**config.mk**
```make
export PLATFORM = sky130hd
export DESIGN_NAME = pump_credit_controller
export DESIGN_NICKNAME = d
export VERILOG_FILES = /design/src/hw/rtl/pcc_pkg.sv /design/src/hw/rtl/pcc_div.sv /design/src/hw/rtl/pcc_datapath.sv /design/src/hw/rtl/pcc_ctrl.sv /design/src/hw/rtl/pump_credit_controller.sv
export SDC_FILE = /design/constraint.sdc
export NUM_CORES = 1
export LEC_CHECK = 0
export BUFFER_PORTS_ARGS = -buffer_cell sky130_fd_sc_hd__buf_2
export CAP_MARGIN = 10
export CORE_MARGIN = 8
export CORE_UTILIZATION = 55
export DETAILED_ROUTE_END_ITERATION = 12
export PLACE_DENSITY = 0.87
export SYNTH_ARGS = -nofsm -noshare
export SYNTH_HDL_FRONTEND = slang
export SYNTH_HIERARCHICAL = 1
export SYNTH_SLANG_ARGS = --single-unit
export TNS_END_PERCENT = 10
```
**constraint.sdc**
```tcl
create_clock -name i_clk -period 3.9 [get_ports i_clk]
set_input_delay 0.195 -clock i_clk [delete_from_list [all_inputs] [get_ports i_clk]]
set_output_delay 0.195 -clock i_clk [all_outputs]
set_load 0.02 [all_outputs]
```
**src/hw/rtl/pcc_pkg.sv**
```systemverilog
`default_nettype none

package pcc_pkg;

    localparam int CREDIT_W = 15;
    localparam int DAY_W    = 17;

    localparam logic [CREDIT_W-1:0] CREDIT_MAX  = 15'h7FFF;
    localparam logic [DAY_W-1:0]    DAY_SEC_MAX = 17'h1FFFF;
    localparam logic [7:0]          RUN_SEC_MAX = 8'hFF;

    localparam logic [2:0] REG_RUN_TIME    = 3'd0;
    localparam logic [2:0] REG_CREDIT_PRESS = 3'd1;
    localparam logic [2:0] REG_REFILL_CREDIT = 3'd2;
    localparam logic [2:0] REG_SEC_PER_DAY = 3'd3;
    localparam logic [2:0] REG_FRAME_GAP   = 3'd4;
    localparam logic [2:0] REG_FRAME_ON    = 3'd5;
    localparam logic [2:0] REG_SEQ_OFF     = 3'd6;
    localparam logic [2:0] REG_BLINK_SCALE = 3'd7;

    typedef enum logic [1:0] {
        MODE_OFF    = 2'd0,
        MODE_ON     = 2'd1,
        MODE_BROKEN = 2'd2
    } t_mode;

    typedef enum logic [2:0] {
        PH_GAP       = 3'd0,
        PH_FRAME_ON  = 3'd1,
        PH_FAULT_OFF = 3'd2,
        PH_FAULT_ON  = 3'd3,
        PH_SEQ_OFF   = 3'd4,
        PH_SEQ_CALC  = 3'd5,
        PH_SEQ_ON    = 3'd6
    } t_phase;

    typedef enum logic [2:0] {
        ST_IDLE,
        ST_STEP,
        ST_DIV_GO,
        ST_DIV_WAIT,
        ST_BLINK,
        ST_OUT
    } t_state;

    typedef struct packed {
        logic action;
        logic tank_top_wet;
        logic tank_bottom_dry;
        logic button_down;
    } t_in_item;

    typedef struct packed {
        logic                pump_run;
        logic                led_lit;
        logic [CREDIT_W-1:0] credits_left;
        logic [1:0]          pump_mode;
        logic                limits_fault;
    } t_out_item;

    typedef struct packed {
        logic [7:0]          run_time_per_credit;
        logic [7:0]          credit_per_press;
        logic [CREDIT_W-1:0] refill_credit;
        logic [DAY_W-1:0]    seconds_per_day;
        logic [7:0]          frame_gap_ticks;
        logic [7:0]          frame_on_ticks;
        logic [7:0]          seq_off_ticks;
        logic [CREDIT_W-1:0] blink_scale;
    } t_cfg;

    typedef struct packed {
        logic load;
        logic step;
        logic div_start;
        logic blink;
        logic out_load;
    } t_dp_cmd;

    typedef struct packed {
        logic is_second;
        logic need_div;
        logic div_busy;
    } t_dp_stat;

endpackage

`default_nettype wire

```
**src/hw/rtl/pcc_div.sv**
```systemverilog
`default_nettype none

module pcc_div (
    input  wire logic                         i_clk,
    input  wire logic                         i_rst_n,
    input  wire logic                         i_start,
    input  wire logic [pcc_pkg::CREDIT_W-1:0] i_dividend,
    input  wire logic [pcc_pkg::CREDIT_W-1:0] i_divisor,
    output logic                              o_busy,
    output logic [pcc_pkg::CREDIT_W-1:0]      o_quotient
);
    import pcc_pkg::*;

    localparam int CNT_W = $clog2(CREDIT_W + 1);

    logic                r_busy, n_busy;
    logic [CNT_W-1:0]    r_cnt, n_cnt;
    logic [CREDIT_W-1:0] r_rem, n_rem;
    logic [CREDIT_W-1:0] r_quo, n_quo;
    logic [CREDIT_W-1:0] r_div, n_div;

    logic [CREDIT_W:0] shifted;
    logic [CREDIT_W:0] diff;

    // restoring divide, one quotient bit per cycle
    always_comb begin
        shifted = {r_rem, r_quo[CREDIT_W-1]};
        diff    = shifted - {1'b0, r_div};
        n_busy  = r_busy;
        n_cnt   = r_cnt;
        n_rem   = r_rem;
        n_quo   = r_quo;
        n_div   = r_div;
        if (i_start) begin
            n_busy = 1'b1;
            n_cnt  = CNT_W'(CREDIT_W);
            n_rem  = '0;
            n_quo  = i_dividend;
            n_div  = i_divisor;
        end else if (r_busy) begin
            if (shifted >= {1'b0, r_div}) begin
                n_rem = diff[CREDIT_W-1:0];
                n_quo = {r_quo[CREDIT_W-2:0], 1'b1};
            end else begin
                n_rem = shifted[CREDIT_W-1:0];
                n_quo = {r_quo[CREDIT_W-2:0], 1'b0};
            end
            n_cnt = r_cnt - CNT_W'(1);
            if (r_cnt == CNT_W'(1)) begin
                n_busy = 1'b0;
            end
        end
    end

    always_ff @(posedge i_clk) begin
        if (!i_rst_n) begin
            r_busy <= 1'b0;
            r_cnt  <= '0;
        end else begin
            r_busy <= n_busy;
            r_cnt  <= n_cnt;
        end
    end

    always_ff @(posedge i_clk) begin
        r_rem <= n_rem;
        r_quo <= n_quo;
        r_div <= n_div;
    end

    assign o_busy     = r_busy;
    assign o_quotient = r_quo;

endmodule

`default_nettype wire

```
**src/hw/rtl/pcc_datapath.sv**
```systemverilog
`default_nettype none

module pcc_datapath #(
    parameter int MAX_BLINK_RUN = 5
) (
    input  wire logic               i_clk,
    input  wire logic               i_rst_n,
    input  wire pcc_pkg::t_dp_cmd   i_cmd,
    output pcc_pkg::t_dp_stat       o_stat,
    input  wire pcc_pkg::t_cfg      i_cfg,
    input  wire pcc_pkg::t_in_item  i_in_data,
    output pcc_pkg::t_out_item      o_out_data
);
    import pcc_pkg::*;

    localparam logic [CREDIT_W-1:0] RUN_MAX  = CREDIT_W'(MAX_BLINK_RUN);
    localparam logic [7:0]          RUN_LEN  = 8'(MAX_BLINK_RUN);

    t_in_item            r_item;
    t_mode               r_mode, n_mode;
    logic [CREDIT_W-1:0] r_credit, n_credit;
    logic [7:0]          r_run_sec, n_run_sec;
    logic [DAY_W-1:0]    r_day_sec, n_day_sec;
    logic                r_fault, n_fault;
    logic                r_btn_prev, n_btn_prev;
    t_phase              r_phase, n_phase;
    logic [7:0]          r_ticks, n_ticks;
    logic [CREDIT_W-1:0] r_blinks, n_blinks;
    logic [7:0]          r_blink_len, n_blink_len;
    logic                r_led, n_led;
    t_out_item           r_out;

    logic                div_busy;
    logic [CREDIT_W-1:0] quotient;
    logic [CREDIT_W-1:0] scale;
    logic [7:0]          ticks_inc;

    assign scale     = (i_cfg.blink_scale == '0) ? CREDIT_W'(1) : i_cfg.blink_scale;
    assign ticks_inc = r_ticks + 8'd1;

    pcc_div u_div (
        .i_clk      (i_clk),
        .i_rst_n    (i_rst_n),
        .i_start    (i_cmd.div_start),
        .i_dividend (r_credit),
        .i_divisor  (scale),
        .o_busy     (div_busy),
        .o_quotient (quotient)
    );

    always_comb begin
        o_stat.is_second = r_item.action;
        o_stat.need_div  = !r_item.action
                           && ((r_phase == PH_FRAME_ON) || (r_phase == PH_FAULT_ON))
                           && (ticks_inc == i_cfg.frame_on_ticks);
        o_stat.div_busy  = div_busy;
    end

    always_comb begin
        logic [CREDIT_W:0]   sum;
        logic [CREDIT_W-1:0] blinks_tmp;
        logic [7:0]          len_tmp;

        n_mode      = r_mode;
        n_credit    = r_credit;
        n_run_sec   = r_run_sec;
        n_day_sec   = r_day_sec;
        n_fault     = r_fault;
        n_btn_prev  = r_btn_prev;
        n_phase     = r_phase;
        n_ticks     = r_ticks;
        n_blinks    = r_blinks;
        n_blink_len = r_blink_len;
        n_led       = r_led;
        sum         = '0;
        blinks_tmp  = r_blinks;
        len_tmp     = r_blink_len;

        if (i_cmd.step) begin
            if (r_item.action) begin
                if (r_day_sec != DAY_SEC_MAX) begin
                    n_day_sec = r_day_sec + DAY_W'(1);
                end
                if ((r_mode == MODE_ON) && (r_run_sec != RUN_SEC_MAX)) begin
                    n_run_sec = r_run_sec + 8'd1;
                end
            end else begin
                case (r_mode)
                    MODE_BROKEN: begin
                        if (!(r_item.tank_top_wet && r_item.tank_bottom_dry)) begin
                            n_mode = MODE_OFF;
                        end
                    end
                    MODE_ON: begin
                        if (r_item.tank_top_wet && r_item.tank_bottom_dry) begin
                            n_mode   = MODE_BROKEN;
                            n_fault  = 1'b1;
                            n_credit = '0;
                        end else begin
                            if (r_item.tank_top_wet) begin
                                n_mode = MODE_OFF;
                            end
                            if (r_run_sec >= i_cfg.run_time_per_credit) begin
                                if (r_credit != '0) begin
                                    n_credit  = r_credit - CREDIT_W'(1);
                                    n_run_sec = '0;
                                end else begin
                                    n_mode = MODE_OFF;
                                end
                            end
                        end
                    end
                    MODE_OFF: begin
                        if (r_item.tank_bottom_dry && (r_credit != '0)) begin
                            n_mode    = MODE_ON;
                            n_run_sec = '0;
                        end
                    end
                    default: begin
                        n_mode = MODE_OFF;
                    end
                endcase

                if (r_item.button_down && !r_btn_prev) begin
                    sum = {1'b0, n_credit} + (CREDIT_W + 1)'(i_cfg.credit_per_press);
                    if (sum > {1'b0, CREDIT_MAX}) begin
                        n_credit = CREDIT_MAX;
                    end else begin
                        n_credit = sum[CREDIT_W-1:0];
                    end
                end
                n_btn_prev = r_item.button_down;
            end
        end

        if (i_cmd.blink) begin
            n_ticks = ticks_inc;
            case (r_phase)
                PH_GAP: begin
                    if (ticks_inc == i_cfg.frame_gap_ticks) begin
                        n_phase = PH_FRAME_ON;
                        n_ticks = '0;
                        n_led   = 1'b1;
                    end
                end
                PH_FRAME_ON: begin
                    if (ticks_inc == i_cfg.frame_on_ticks) begin
                        n_phase  = r_fault ? PH_FAULT_OFF : PH_SEQ_OFF;
                        n_ticks  = '0;
                        n_led    = 1'b0;
                        n_blinks = quotient;
                    end
                end
                PH_FAULT_OFF: begin
                    if (ticks_inc == i_cfg.frame_gap_ticks) begin
                        n_phase = PH_FAULT_ON;
                        n_ticks = '0;
                        n_led   = 1'b1;
                    end
                end
                PH_FAULT_ON: begin
                    if (ticks_inc == i_cfg.frame_on_ticks) begin
                        n_phase  = PH_SEQ_OFF;
                        n_ticks  = '0;
                        n_led    = 1'b0;
                        n_blinks = quotient;
                    end
                end
                PH_SEQ_OFF: begin
                    if (r_blinks != '0) begin
                        if (ticks_inc == i_cfg.seq_off_ticks) begin
                            n_phase = PH_SEQ_CALC;
                            n_ticks = '0;
                            n_led   = 1'b1;
                        end
                    end else begin
                        n_phase = PH_GAP;
                        n_led   = 1'b0;
                    end
                end
                PH_SEQ_CALC, PH_SEQ_ON: begin
                    if (r_phase == PH_SEQ_CALC) begin
                        if (r_blinks >= RUN_MAX) begin
                            len_tmp    = RUN_LEN;
                            blinks_tmp = r_blinks - RUN_MAX;
                        end else begin
                            len_tmp    = r_blinks[7:0];
                            blinks_tmp = '0;
                        end
                        n_phase = PH_SEQ_ON;
                    end
                    n_blink_len = len_tmp;
                    n_blinks    = blinks_tmp;
                    if (ticks_inc >= len_tmp) begin
                        n_phase = PH_SEQ_OFF;
                        n_ticks = '0;
                        n_led   = 1'b0;
                    end
                end
                default: begin
                    n_phase = PH_GAP;
                end
            endcase

            if (r_day_sec >= i_cfg.seconds_per_day) begin
                n_day_sec = '0;
                if (r_credit <= i_cfg.refill_credit) begin
                    n_credit = i_cfg.refill_credit;
                end
            end
        end
    end

    always_ff @(posedge i_clk) begin
        if (!i_rst_n) begin
            r_mode      <= MODE_OFF;
            r_credit    <= '0;
            r_run_sec   <= '0;
            r_day_sec   <= '0;
            r_fault     <= 1'b0;
            r_btn_prev  <= 1'b0;
            r_phase     <= PH_GAP;
            r_ticks     <= '0;
            r_blinks    <= '0;
            r_blink_len <= '0;
            r_led       <= 1'b1;
        end else begin
            r_mode      <= n_mode;
            r_credit    <= n_credit;
            r_run_sec   <= n_run_sec;
            r_day_sec   <= n_day_sec;
            r_fault     <= n_fault;
            r_btn_prev  <= n_btn_prev;
            r_phase     <= n_phase;
            r_ticks     <= n_ticks;
            r_blinks    <= n_blinks;
            r_blink_len <= n_blink_len;
            r_led       <= n_led;
        end
    end

    always_ff @(posedge i_clk) begin
        if (i_cmd.load) begin
            r_item <= i_in_data;
        end
        if (i_cmd.out_load) begin
            r_out.pump_run     <= (r_mode == MODE_ON);
            r_out.led_lit      <= r_led;
            r_out.credits_left <= r_credit;
            r_out.pump_mode    <= r_mode;
            r_out.limits_fault <= r_fault;
        end
    end

    assign o_out_data = r_out;

endmodule

`default_nettype wire

```
**src/hw/rtl/pcc_ctrl.sv**
```systemverilog
`default_nettype none

module pcc_ctrl (
    input  wire logic               i_clk,
    input  wire logic               i_rst_n,
    input  wire logic               i_in_valid,
    output logic                    o_in_stall,
    output logic                    o_out_valid,
    input  wire logic               i_out_stall,
    output pcc_pkg::t_dp_cmd        o_cmd,
    input  wire pcc_pkg::t_dp_stat  i_stat
);
    import pcc_pkg::*;

    t_state r_state, n_state;
    logic   r_out_valid;
    logic   slot_free;

    assign slot_free = !r_out_valid || !i_out_stall;

    always_comb begin
        n_state = r_state;
        case (r_state)
            ST_IDLE: begin
                if (i_in_valid) begin
                    n_state = ST_STEP;
                end
            end
            ST_STEP: begin
                if (i_stat.is_second) begin
                    n_state = ST_OUT;
                end else if (i_stat.need_div) begin
                    n_state = ST_DIV_GO;
                end else begin
                    n_state = ST_BLINK;
                end
            end
            ST_DIV_GO: begin
                n_state = ST_DIV_WAIT;
            end
            ST_DIV_WAIT: begin
                if (!i_stat.div_busy) begin
                    n_state = ST_BLINK;
                end
            end
            ST_BLINK: begin
                n_state = ST_OUT;
            end
            ST_OUT: begin
                if (slot_free) begin
                    n_state = ST_IDLE;
                end
            end
            default: begin
                n_state = ST_IDLE;
            end
        endcase
    end

    always_comb begin
        o_cmd      = '0;
        o_in_stall = 1'b1;
        case (r_state)
            ST_IDLE: begin
                o_in_stall = 1'b0;
                o_cmd.load = i_in_valid;
            end
            ST_STEP: begin
                o_cmd.step = 1'b1;
            end
            ST_DIV_GO: begin
                o_cmd.div_start = 1'b1;
            end
            ST_DIV_WAIT: begin
                o_cmd = '0;
            end
            ST_BLINK: begin
                o_cmd.blink = 1'b1;
            end
            ST_OUT: begin
                o_cmd.out_load = slot_free;
            end
            default: begin
                o_cmd = '0;
            end
        endcase
    end

    always_ff @(posedge i_clk) begin
        if (!i_rst_n) begin
            r_state     <= ST_IDLE;
            r_out_valid <= 1'b0;
        end else begin
            r_state <= n_state;
            if (o_cmd.out_load) begin
                r_out_valid <= 1'b1;
            end else if (!i_out_stall) begin
                r_out_valid <= 1'b0;
            end
        end
    end

    assign o_out_valid = r_out_valid;

endmodule

`default_nettype wire

```
**src/hw/rtl/pump_credit_controller.sv**
```systemverilog
// Pump controller with a credit budget. Each input beat is a main-loop tick
// (action 0) or a one-second tick (action 1) and gives exactly one result beat
// with pump drive, LED, credit balance, pump mode and the sticky limits fault.
// One item is worked at a time: a second tick passes from accept through the
// step and output states, a main tick also through the blink state, and one
// that ends a frame-on or fault-on phase also waits on the 15-step restoring
// divider that forms credits / blink_scale. A finished result waits in an
// output register while the next beat is accepted. Registers sit on the APB
// port at byte address 4*index; write them only while the block is idle.
`default_nettype none

module pump_credit_controller #(
    parameter int MAX_BLINK_RUN = 5
) (
    input  wire logic               i_clk,
    input  wire logic               i_rst_n,
    input  wire logic               i_in_valid,
    output logic                    o_in_stall,
    input  wire pcc_pkg::t_in_item  i_in_data,
    output logic                    o_out_valid,
    input  wire logic               i_out_stall,
    output pcc_pkg::t_out_item      o_out_data,
    input  wire logic               psel,
    input  wire logic               penable,
    input  wire logic               pwrite,
    input  wire logic [4:0]         paddr,
    input  wire logic [31:0]        pwdata,
    output logic [31:0]             prdata,
    output logic                    pready
);
    import pcc_pkg::*;

    t_cfg       r_cfg;
    t_dp_cmd    cmd;
    t_dp_stat   stat;
    logic       cfg_wr;
    logic [2:0] reg_idx;

    assign pready  = 1'b1;
    assign cfg_wr  = psel && penable && pwrite;
    assign reg_idx = paddr[4:2];

    always_ff @(posedge i_clk) begin
        if (!i_rst_n) begin
            r_cfg.run_time_per_credit <= 8'd60;
            r_cfg.credit_per_press    <= 8'd10;
            r_cfg.refill_credit       <= 15'd10;
            r_cfg.seconds_per_day     <= 17'd86400;
            r_cfg.frame_gap_ticks     <= 8'd10;
            r_cfg.frame_on_ticks      <= 8'd2;
            r_cfg.seq_off_ticks       <= 8'd3;
            r_cfg.blink_scale         <= 15'd1;
        end else if (cfg_wr) begin
            case (reg_idx)
                REG_RUN_TIME:      r_cfg.run_time_per_credit <= pwdata[7:0];
                REG_CREDIT_PRESS:  r_cfg.credit_per_press    <= pwdata[7:0];
                REG_REFILL_CREDIT: r_cfg.refill_credit       <= pwdata[CREDIT_W-1:0];
                REG_SEC_PER_DAY:   r_cfg.seconds_per_day     <= pwdata[DAY_W-1:0];
                REG_FRAME_GAP:     r_cfg.frame_gap_ticks     <= pwdata[7:0];
                REG_FRAME_ON:      r_cfg.frame_on_ticks      <= pwdata[7:0];
                REG_SEQ_OFF:       r_cfg.seq_off_ticks       <= pwdata[7:0];
                REG_BLINK_SCALE:   r_cfg.blink_scale         <= pwdata[CREDIT_W-1:0];
                default: begin
                    r_cfg <= r_cfg;
                end
            endcase
        end
    end

    always_comb begin
        case (reg_idx)
            REG_RUN_TIME:      prdata = 32'(r_cfg.run_time_per_credit);
            REG_CREDIT_PRESS:  prdata = 32'(r_cfg.credit_per_press);
            REG_REFILL_CREDIT: prdata = 32'(r_cfg.refill_credit);
            REG_SEC_PER_DAY:   prdata = 32'(r_cfg.seconds_per_day);
            REG_FRAME_GAP:     prdata = 32'(r_cfg.frame_gap_ticks);
            REG_FRAME_ON:      prdata = 32'(r_cfg.frame_on_ticks);
            REG_SEQ_OFF:       prdata = 32'(r_cfg.seq_off_ticks);
            REG_BLINK_SCALE:   prdata = 32'(r_cfg.blink_scale);
            default:           prdata = '0;
        endcase
    end

    pcc_ctrl u_ctrl (
        .i_clk       (i_clk),
        .i_rst_n     (i_rst_n),
        .i_in_valid  (i_in_valid),
        .o_in_stall  (o_in_stall),
        .o_out_valid (o_out_valid),
        .i_out_stall (i_out_stall),
        .o_cmd       (cmd),
        .i_stat      (stat)
    );

    pcc_datapath #(
        .MAX_BLINK_RUN (MAX_BLINK_RUN)
    ) u_dp (
        .i_clk      (i_clk),
        .i_rst_n    (i_rst_n),
        .i_cmd      (cmd),
        .o_stat     (stat),
        .i_cfg      (r_cfg),
        .i_in_data  (i_in_data),
        .o_out_data (o_out_data)
    );

endmodule

`default_nettype wire

```
=== Word-level counts from Yosys, hierarchy flattened ===
Index checks and enable logic that the tools add are counted.

* Equality and inequality tests: 47
* Reduce and logical (&&, ||, !) cells: 45
* Magnitude comparators: 7
* Bitwise operators: 1
* Multiplexer cells: 86
* Add/sub/neg operators: 8

{| class="wikitable"
|+ Operators by type and width
! operator !! number
|-
| 15-bit 2-to-1 mux || 19
|-
| 32-bit one-hot mux with 8 select lines || 1
|-
| 8-bit 2-to-1 mux || 15
|-
| 17-bit 2-to-1 mux || 5
|-
| 3-bit 2-to-1 mux || 14
|-
| 3-bit one-hot mux with 6 select lines || 2
|-
| 8-bit one-hot mux with 4 select lines || 1
|-
| 15-bit one-hot mux with 2 select lines || 1
|-
| 15-bit nonzero test || 2
|-
| 3-bit == test, second input constant || 9
|-
| 8-bit == test || 3
|-
| 2-bit AND reduction || 10
|-
| 3-bit by 2-bit == test with 1-bit output, second input constant || 6
|-
| 2-bit by 1-bit != test with 1-bit output, second input constant || 9
|-
| 17-bit by 1-bit adder with 17-bit output, second input constant || 1
|-
| 17-bit >= comparator || 1
|-
| 1-bit 2-to-1 mux || 17
|-
| 17-bit != test, second input constant || 1
|-
| 15-bit by 8-bit adder with 16-bit output || 1
|-
| 8-bit by 1-bit adder with 8-bit output, second input constant || 2
|-
| 16-bit by 15-bit >= comparator with 1-bit output || 1
|-
| 8-bit >= comparator || 2
|-
| 16-bit by 15-bit greater-than comparator with 1-bit output, second input constant || 1
|-
| 8-bit one-hot mux with 2 select lines || 1
|-
| other kinds (34) || 69
|}

* Input bits: 48
* Word-level logic and storage cells: 229
* Flip-flop bits (word level): 244
* Output and inout port bits: 55

=== Depth between registers and ports, before layout ===
Gate-level depths: netlist (run 1).

* Word-level depth: 16
* Mapped depth: 19
* Mapped depth without buffers: 19

=== By module ===
Netlist (run 1), hierarchy kept.

{| class="wikitable"
|+ By module, submodules not included
! module !! times used !! area each (µm²) !! cells an instance !! seq. area each (µm²)
|-
| pcc_datapath || 1 || 7472.2 || 911 || 2302.2
|-
| pump_credit_controller || 1 || 4192.8 || 436 || 1741.7
|-
| pcc_div || 1 || 2835.2 || 271 || 1301.2
|-
| pcc_ctrl || 1 || 279.0 || 33 || 80.1
|}

=== Worst setup path before layout (run 1) ===
OpenSTA, ideal clock, no wires.

* Kind: register to register
* Start point: reg r_cfg[86] (netlist name)
* End point: reg u_dp.r_credit[10]
* Arrival: 4.079 ns
* Required time: 3.826 ns
* Setup slack: -0.253 ns
* Stages on the path, launching flop included: 19
* Period minus slack after synthesis: 4.153 ns
* Path buffers: 0
* Library setup time: 0.074 ns
* Path through: dfxtp_1 -> inv_1 -> ha_1 -> nand4_1 -> o31a_4 -> nor3_1 -> xnor2_1 -> nor2_1 -> ha_1 -> fa_1 -> a211oi_1 -> o21ai_0 -> nor3b_1 -> o31ai_1 -> o21ai_0 -> o21ai_0 -> xor2_1 -> o2111ai_1 -> a31oi_1

* Longest elaborated chain between the ends: 15

{| class="wikitable"
|+ RTL lines
! item !! RTL line !! RTL
|-
| start, declared || pump_credit_controller.sv:33 || <nowiki>t_cfg r_cfg;</nowiki>
|-
| start signal, assigned || pump_credit_controller.sv:64 || <nowiki>r_cfg <= r_cfg;</nowiki>
|-
| 8-bit >= comparator * || pcc_datapath.sv:103 || <nowiki>if (r_run_sec >= i_cfg.run_time_per_credit) begin</nowiki>
|-
| 15-bit 2-to-1 mux * || pcc_datapath.sv:103 ||
|-
| 15-bit 2-to-1 mux * || pcc_datapath.sv:95 || <nowiki>if (r_item.tank_top_wet && r_item.tank_bottom_dry) begin</nowiki>
|-
| 15-bit 2-to-1 mux * || pcc_datapath.sv:88 || <nowiki>case (r_mode)</nowiki>
|-
| 15-bit 2-to-1 mux * || pcc_datapath.sv:80 || <nowiki>if (r_item.action) begin</nowiki>
|-
| 15-bit 2-to-1 mux * || pcc_datapath.sv:79 || <nowiki>if (i_cmd.step) begin</nowiki>
|-
| 15-bit by 8-bit adder with 16-bit output || pcc_datapath.sv:125 || <nowiki>sum = {1'b0, n_credit} + (CREDIT_W + 1)'(i_cfg.credit_per_press);</nowiki>
|-
| 16-bit by 15-bit greater-than comparator with 1-bit output || pcc_datapath.sv:126 || <nowiki>if (sum > {1'b0, CREDIT_MAX}) begin</nowiki>
|-
| 15-bit 2-to-1 mux || pcc_datapath.sv:126 ||
|-
| 15-bit 2-to-1 mux * || pcc_datapath.sv:124 || <nowiki>if (r_item.button_down && !r_btn_prev) begin</nowiki>
|-
| 15-bit 2-to-1 mux * || pcc_datapath.sv:80 ||
|-
| 15-bit 2-to-1 mux * || pcc_datapath.sv:79 ||
|-
| 15-bit 2-to-1 mux || pcc_datapath.sv:207 || <nowiki>if (r_credit <= i_cfg.refill_credit) begin</nowiki>
|-
| 15-bit 2-to-1 mux || pcc_datapath.sv:205 || <nowiki>if (r_day_sec >= i_cfg.seconds_per_day) begin</nowiki>
|-
| 15-bit 2-to-1 mux * || pcc_datapath.sv:136 || <nowiki>if (i_cmd.blink) begin</nowiki>
|-
| end signal, assigned || pcc_datapath.sv:229 || <nowiki>r_credit <= n_credit;</nowiki>
|-
| end, declared || pcc_datapath.sv:21 || <nowiki>logic [CREDIT_W-1:0] r_credit, n_credit;</nowiki>
|}

Mark *: on every way between the ends. The rest lies on a longest branch, timed or not. The select of a mux whose other input is x is not followed.
A chain may end at the register's enable or synchronous reset.

=== Worst setup path after layout (run 1) ===
* Start point: reg r_cfg[85] (netlist name)
* End point: reg u_dp.r_credit[8]

Same word-level chain as after synthesis.

==> reports/metrics.cfg, run 1 <==
[floorplan]
dieArea_um2 = 32400
fp.dieH_um = 180
die_x_um = 180
row_count = 60
start_util_pct = 55.5
fp.coreArea_um2 = 26700
ios = 103

[setup_path]
ff2ff_setup_slack_ns = -0.22
max_stage_delay_ns = 0.42
worstPathMaxFanout = 5
startpoint_type = register
worstSetupPathType = register to register
worstPathArrival_ns = 4.53
worstPathRequired_ns = 4.31
cpMaxStageDelayCell = o31a_4
path_cells = inv_2, ha_4, nand4_1, o31a_4, nor3_4, buf_4, nor2_2, a211oi_4, ha_4, a211oi_4, o21bai_2, a21boi_2, o31ai_4, nand2_2, nor3_2, buf_4, a21o_1, o221ai_1, a21oi_1
end_kind = register

[global_route]
antenna_found_initial = 0
grt_max_degree = 80
grt_pass1_vias = 12600
grt_busiest_layer = met2
overflow = 0
grtUsageMet1_pct = 30.2
track_usage_pct = 23.8
use_met3_pct = 4.19
grt_use_met2_pct = 39.9
grt_pass1_wl_mm = 64.7

[cts]
numCtsBuffers = 26
clkLatencyLatePin_ns = 0.54
clock_path_buffers = 3
cts.clk_slew.worst_paths_ns = 0.07
cts_tree = built
htree_levels = 1
cts-root-buf = clkbuf_16
cts_sinks = 244

[logic_synthesis]
netlist_instances = 1651
synth_top_area_share_pct = 25.7
synthTopCellsByCount = nand2_1, dfxtp_1, mux2i_1
yosysTopAreaCell = dfxtp_1
syn_area_um2 = 14800
ys_types = 103
synth_most_common_cell = nand2_1
ys_seq_area_share_pct = 36.7
avgSynthCellArea_um2 = 8.95
synth_edf_count = 54
synth-seq-cells = 244
async_reset_ff_share_pct = 0
ys_warn_count = 6
yosys-top-cells-area = dfxtp_1, edfxtp_1, mux2i_1, ha_1, nand2_1
synth_flop_cell = dfxtp_1

[sta]
finClkSkew_ns = 0.00796
worstMarginPinSlew_ns = 1.16
setup_ws_ns = -0.222
holdWs_ns = -0.00302
setup_viol = 15
slew_viol_final = 0
setup-tns-final_ns = -1.67
hold_viol = 1
rsz0062_at_grt = yes
fmax_ghz = 0.243
relSlewSlack_pct = 22.9
timing.final.crit_share_pct = 106
period_minus_slack_ns = 4.12

[finish]
seq_area_um2 = 5430
final_area_um2 = 17200
multi_input_area_um2 = 8770
layout-drive-gt1-share_pct = 18.5
nFillCells = 1982
area_growth_pct = 16.1
fin_nets = 1895
n_antenna_cell = 0

[route]
ant_nets = 0
vias = 13300
finalWirelength_mm = 42.4
route.detailed.drc = 0
dr.pass1.iters = 6
drt-initial-drc-count = 1612
via_per_inst = 6.25
wl_per_cell_um = 20.0

[placement]
dpl_cell_area_um2 = 15700
detailed_place_hpwl_mm = 29.3
place_ws_ns = -0.464
routabilityCongestion = 0.935
port_buffers = 69

[min_path]
hold_path_class = input pin to register

[outcome]
status = finished with violations
violations = hold timing, setup timing

[power_and_ir_drop]
ir_worst_vdd_v = 0.000327
power.leakage_uw = 0.00695
power_density_nw_per_um2 = 373

[flow_run]
cap_viol_max_count = 0

==> metal layers <==
| layer | up-vias | share of wire (%) | wire length (um) |
|---|---|---|---|
| met3 | 148 | 9.6 | 4060 |
| li1 | 6132 | - | - |
| met1 | 6258 | 40 | 16800 |
| met2 | 740 | 47 | 20100 |
| met5 | - | 0 | 0 |
| met4 | 0 | 3.7 | 1550 |
==> cell families (layout without fill, tap and decap cells) <==
kind of cell	count (synthesis)	count (layout)	synth area share, %
compound gates	347	347	16.8
xor+xnor	77	77	4.72
other cells	2	16	0.0508
flops	244	244	36.7
simple gates	557	557	19.1
mux	134	134	9.20
fa+ha+maj	83	83	7.13
buf+inv	207	326	6.30
==> through the flow <==
stage	utilization (%)	cells	hold WS, ns	power (uW)
after floorplan	-	1665	0.294	3560
after global placement	58.9	2045	0.375	3770
after detailed placement	58.9	2045	0.373	3810
after CTS	63.4	2116	0.00111	6370
after global routing	64.4	2125	0.00941	6620
final	64.4	2125	-0.00302	6400
==> layout by cell type, fill, tap and decap left out, drive strengths merged, types with 15 or more instances in the layout <==
| cell | instances |
|---|---|
| conb | 16 |
| nand2 | 198 |
| xor2 | 45 |
| nand3 | 42 |
| and2 | 17 |
| a21oi | 66 |
| dfxtp | 190 |
| xnor2 | 31 |
| inv | 94 |
| nand2b | 20 |
| nor2b | 30 |
| edfxtp | 54 |
| a211oi | 18 |
| a31oi | 21 |
| nor4 | 15 |
| mux2i | 119 |
| o21ai | 71 |
| clkbuf | 32 |
| or3 | 17 |
| buf | 168 |
| ha | 81 |
| nand4 | 24 |
| nor2 | 115 |
| nor3 | 29 |
| dlygate4sd3 | 17 |
| mux2 | 15 |
| a21o | 20 |
==> final timing paths <==
kind | from | to | cells after the start
setup reg to reg | r_cfg[85]$_SDFFE_PN0P_ | u_dp/r_credit[8]$_SDFF_PN0_ | 19
hold reg to reg | u_dp/r_led$_SDFFE_PN1P_ | u_dp/o_out_data[18]$_DFFE_PP_ | 0
setup / recovery | r_cfg[85]$_SDFFE_PN0P_ | u_dp/r_credit[8]$_SDFF_PN0_ | 19
hold / removal | pwdata[13] | r_cfg[52]$_SDFFE_PN0P_ | 3
==> timing repair <==
item / in CTS / in global routing
resized for setup: 21 / 44
endpoints found under the hold margin: 23 / 0
buffers inserted: 6 / 9
pin swaps: 14 / 28
cloned: 0 / 0
hold buffers: 17 / 0
setup endpoints to repair: 23 / 25
==> state kept, by name, summed over array words and instances (netlist names), 2 cells and up <==
| signal | count |
|---|---|
| u_dp/r_blink_len | 8 |
| u_dp/r_ticks | 8 |
| u_dp/r_credit | 15 |
| u_dp/u_div/r_cnt | 4 |
| u_dp/r_day_sec | 17 |
| u_dp/o_out_data | 20 |
| r_cfg | 87 |
| u_dp/u_div/o_quotient | 15 |
| u_ctrl/r_state | 3 |
| u_dp/r_run_sec | 8 |
| u_dp/r_mode | 2 |
| u_dp/r_item | 3 |
| u_dp/u_div/r_rem | 15 |
| u_dp/r_blinks | 15 |
| u_dp/r_phase | 3 |
| u_dp/u_div/r_div | 15 |
==> power breakdown <==
| group | leakage [uW] | total [uW] | switching (uW) | internal, uW |
|---|---|---|---|---|
| Sequential | 0.00204 | 2720 | 68.5 | 2650 |
| Clock | 0.000443 | 2580 | 1070 | 1520 |
| Combinational | 0.00447 | 1100 | 665 | 439 |
| Total | 0.00695 | 6400 | 1800 | 4610 |
==> cell type report <==
class	count	area share [%]
clock buffers	32	4.41
flip-flops and latches	244	31.7
inverters	93	2.03
repair buffers	185	7.45
well taps	341	2.49
clock inverters	16	0.860
multi-input cells	1214	51.1
==> critical path, delay by kind of cell, from the launching register on <==
kind / cells / cell delay (ns)
buffers and inverters: 3 / 0.41
AND/OR/NAND/NOR: 5 / 0.63
adder cells (fa/ha/maj): 2 / 0.55
flip-flops: 1 / 0.35
AO/OA/AOI/OAI: 9 / 2.06
No activity file was read; power rests on OpenSTA's default activity.
==> run 2, diff against run 1 <==
Settings changed: ABC_AREA set to 1, PLACE_DENSITY 0.87 to 0.86.
==> run 2 against run 1 <==
  * The flow now finishes without violations
  * Sequential power rose by 8.5%
  * First-iteration DRC count fell by 3.1%
  * Sequential share of layout area rose by 0.25 points
  * Flip-flop and latch count did not move
  * Largest cell class unchanged
==> reports/metrics.cfg, run 2 <==
[power_and_ir_drop]
ir_worst_vdd_v = 0.000363
total_power_uw = 7840
power.leakage_uw = 0.00798
power_density_nw_per_um2 = 461

[sta]
period_minus_slack_ns = 3.65
rsz0062_at_grt = yes
fmax_ghz = 0.274
timing.final.crit_share_pct = 93.6
worstMarginPinSlew_ns = 1.15
setup_viol = 0
slew_viol_final = 0
finClkSkew_ns = 0.0118
hold_viol = 0
relSlewSlack_pct = 22.8
setup-tns-final_ns = 0

[placement]
detailed_place_hpwl_mm = 31.3
port_buffers = 69
routabilityCongestion = 0.979
dpl_cell_area_um2 = 15900

[logic_synthesis]
synth_most_common_cell = nand2_1
syn_area_um2 = 15400
yosysTopAreaCell = dfxtp_1
avgSynthCellArea_um2 = 7.04
synth_flop_cell = dfxtp_1
async_reset_ff_share_pct = 0
yosys-top-cells-area = dfxtp_1, nand2_1, edfxtp_1, nor2_1, ha_1
synthTopCellsByCount = nand2_1, nor2_1, inv_1
synth_edf_count = 54
ys_warn_count = 6
netlist_instances = 2180
ys_types = 62
ys_seq_area_share_pct = 35.3
synth_top_area_share_pct = 24.8
synth-seq-cells = 244

[global_route]
antenna_found_initial = 0
grt_pass1_vias = 14400
track_usage_pct = 25.2
overflow = 0
grt_max_degree = 61
grt_pass1_wl_mm = 70.2

[finish]
final_area_um2 = 17000
largest_reg_flops = 87
layout_commonest_cell = nand2_1
fin_nets = 2369
final_cell_mix = nand2_1, nor2_1, inv_1
layout-drive-gt1-share_pct = 11.5
top_register = r_cfg
area_growth_pct = 10.7
n_antenna_cell = 0

[setup_path]
worstPathArrival_ns = 4.11
cp-startpoint = r_cfg[82]$_SDFFE_PN1P_
r2r-start = r_cfg[82]$_SDFFE_PN1P_
worstSetupPathType = register to register
startpoint_type = register
end_kind = register
worstPathMaxFanout = 8
ff2ff_setup_slack_ns = 0.25
worstPathRequired_ns = 4.36

[cts]
cts-root-buf = clkbuf_16
clock_path_buffers = 3
cts.clk_slew.worst_paths_ns = 0.06
cts_sinks = 244
htree_levels = 1
cts_tree = built
numCtsBuffers = 26
clkLatencyLatePin_ns = 0.53

[floorplan]
row_count = 61
dieArea_um2 = 33500
fp.coreArea_um2 = 27600
ios = 103
start_util_pct = 55.6
die_x_um = 183
fp.dieH_um = 183

[route]
via_per_inst = 5.66
vias = 14900
highest_layer = met4
wl_met2_mm = 20.0
dr_wl_met3_mm = 3.64
finalWirelength_mm = 43.3
wl_per_cell_um = 16.4
drt-initial-drc-count = 1562
dr.pass1.iters = 8
ant_nets = 0
route.detailed.drc = 0
met1_length_mm = 17.4

[flow_run]
cap_viol_max_count = 0

[min_path]
hold_path_class = input pin to register
worstHoldStart = pwdata[7]

[outcome]
status = finished, final reports clean

-- run 2: cell types whose count changed after synthesis, sizes merged, moves of 36 or more --
| cell | change |
|---|---|
| inv | +172 |
| mux2i | -119 |
| nand2 | +279 |
| nand3 | +123 |
| nand4 | +36 |
| nor2 | +239 |
| o21ai | +103 |
-- run 2: layout make-up --
class / instances / area (um2)
Inverter: 267 / 1010
Clock buffer: 28 / 679
Multi-Input combinational cell: 1585 / 8430
Tap cell: 378 / 473
Clock inverter: 19 / 249
Fill cell: 2380 / 10600
Timing Repair Buffer: 114 / 724
Sequential cell: 244 / 5430
-- run 2: worst paths after layout --
check                                   to  depth (start not counted)
max reg2reg   u_dp/r_credit[14]$_SDFF_PN0_                         26
max           u_dp/r_credit[14]$_SDFF_PN0_                         26
min reg2reg  u_dp/o_out_data[18]$_DFFE_PP_                          0
min                 r_cfg[46]$_SDFFE_PN1P_                          3
-- run 2: worst max-delay path: stages (launching register included) --
cell and delay, ns:
dfxtp_1 0.36, inv_1 0.07, ha_1 0.29, nand2_1 0.07
nor2_1 0.10, nor2_1 0.05, nand2_1 0.06, nand2_1 0.07
nand2_1 0.09, nand2_1 0.10, nor2_4 0.19, inv_2 0.09
o21ai_0 0.15, a21oi_1 0.07, ha_1 0.21, fa_1 0.40
a21oi_1 0.22, o21bai_2 0.12, a21oi_1 0.26, nor2_2 0.10
inv_1 0.09, nor3_2 0.06, nand3_1 0.06, nand2_1 0.06
nand2_1 0.06, nand2_1 0.05, a21oi_1 0.12
-- run 2: per-stage QoR --
stage	cells	setup slack [ns]	hold slack, ns	util, %
CTS	2633	0.0814	0.0315	61.3
global placement	2572	0.253	0.376	57.5
finish	2635	0.251	0.0580	61.5
detailed placement	2572	0.160	0.375	57.5
global route	2635	-0.0277	0.0389	61.5
floorplan	2194	0.581	0.293	-
-- run 2: cells by family (layout without fill, tap and decap cells) --
| group | Yosys count | after routing | share of synthesized area (%) |
|---|---|---|---|
| other | 2 | 16 | 0.0489 |
| flip-flops | 244 | 244 | 35.3 |
| buffers and inverters | 365 | 428 | 10.4 |
| XOR/XNOR | 52 | 52 | 2.97 |
| adder cells (fa/ha/maj) | 83 | 83 | 6.86 |
| AND/OR/NAND/NOR | 1112 | 1112 | 32.8 |
| AO/OA/AOI/OAI | 322 | 322 | 11.7 |
-- run 2: layer usage --
layer / up-vias / GRT usage [%]
met4: 0 / 13.3
met2: 734 / 42.3
met1: 6827 / 31.1
met5: - / 0
met3: 151 / 3.66
li1: 7208 / -
-- run 2: report_power, final --
| group | switching [uW] | internal, uW | total (uW) |
|---|---|---|---|
| sequential | 148 | 2800 | 2950 |
| clock | 1040 | 1650 | 2690 |
| combinational | 1480 | 716 | 2190 |
| total | 2670 | 5170 | 7840 |
-- run 2: timing repair --
item,in CTS,in global routing
endpoints found under the setup margin,0,8
buffers inserted,0,1
hold endpoints to repair,27,0
hold buffers,14,0
resized for setup,0,7
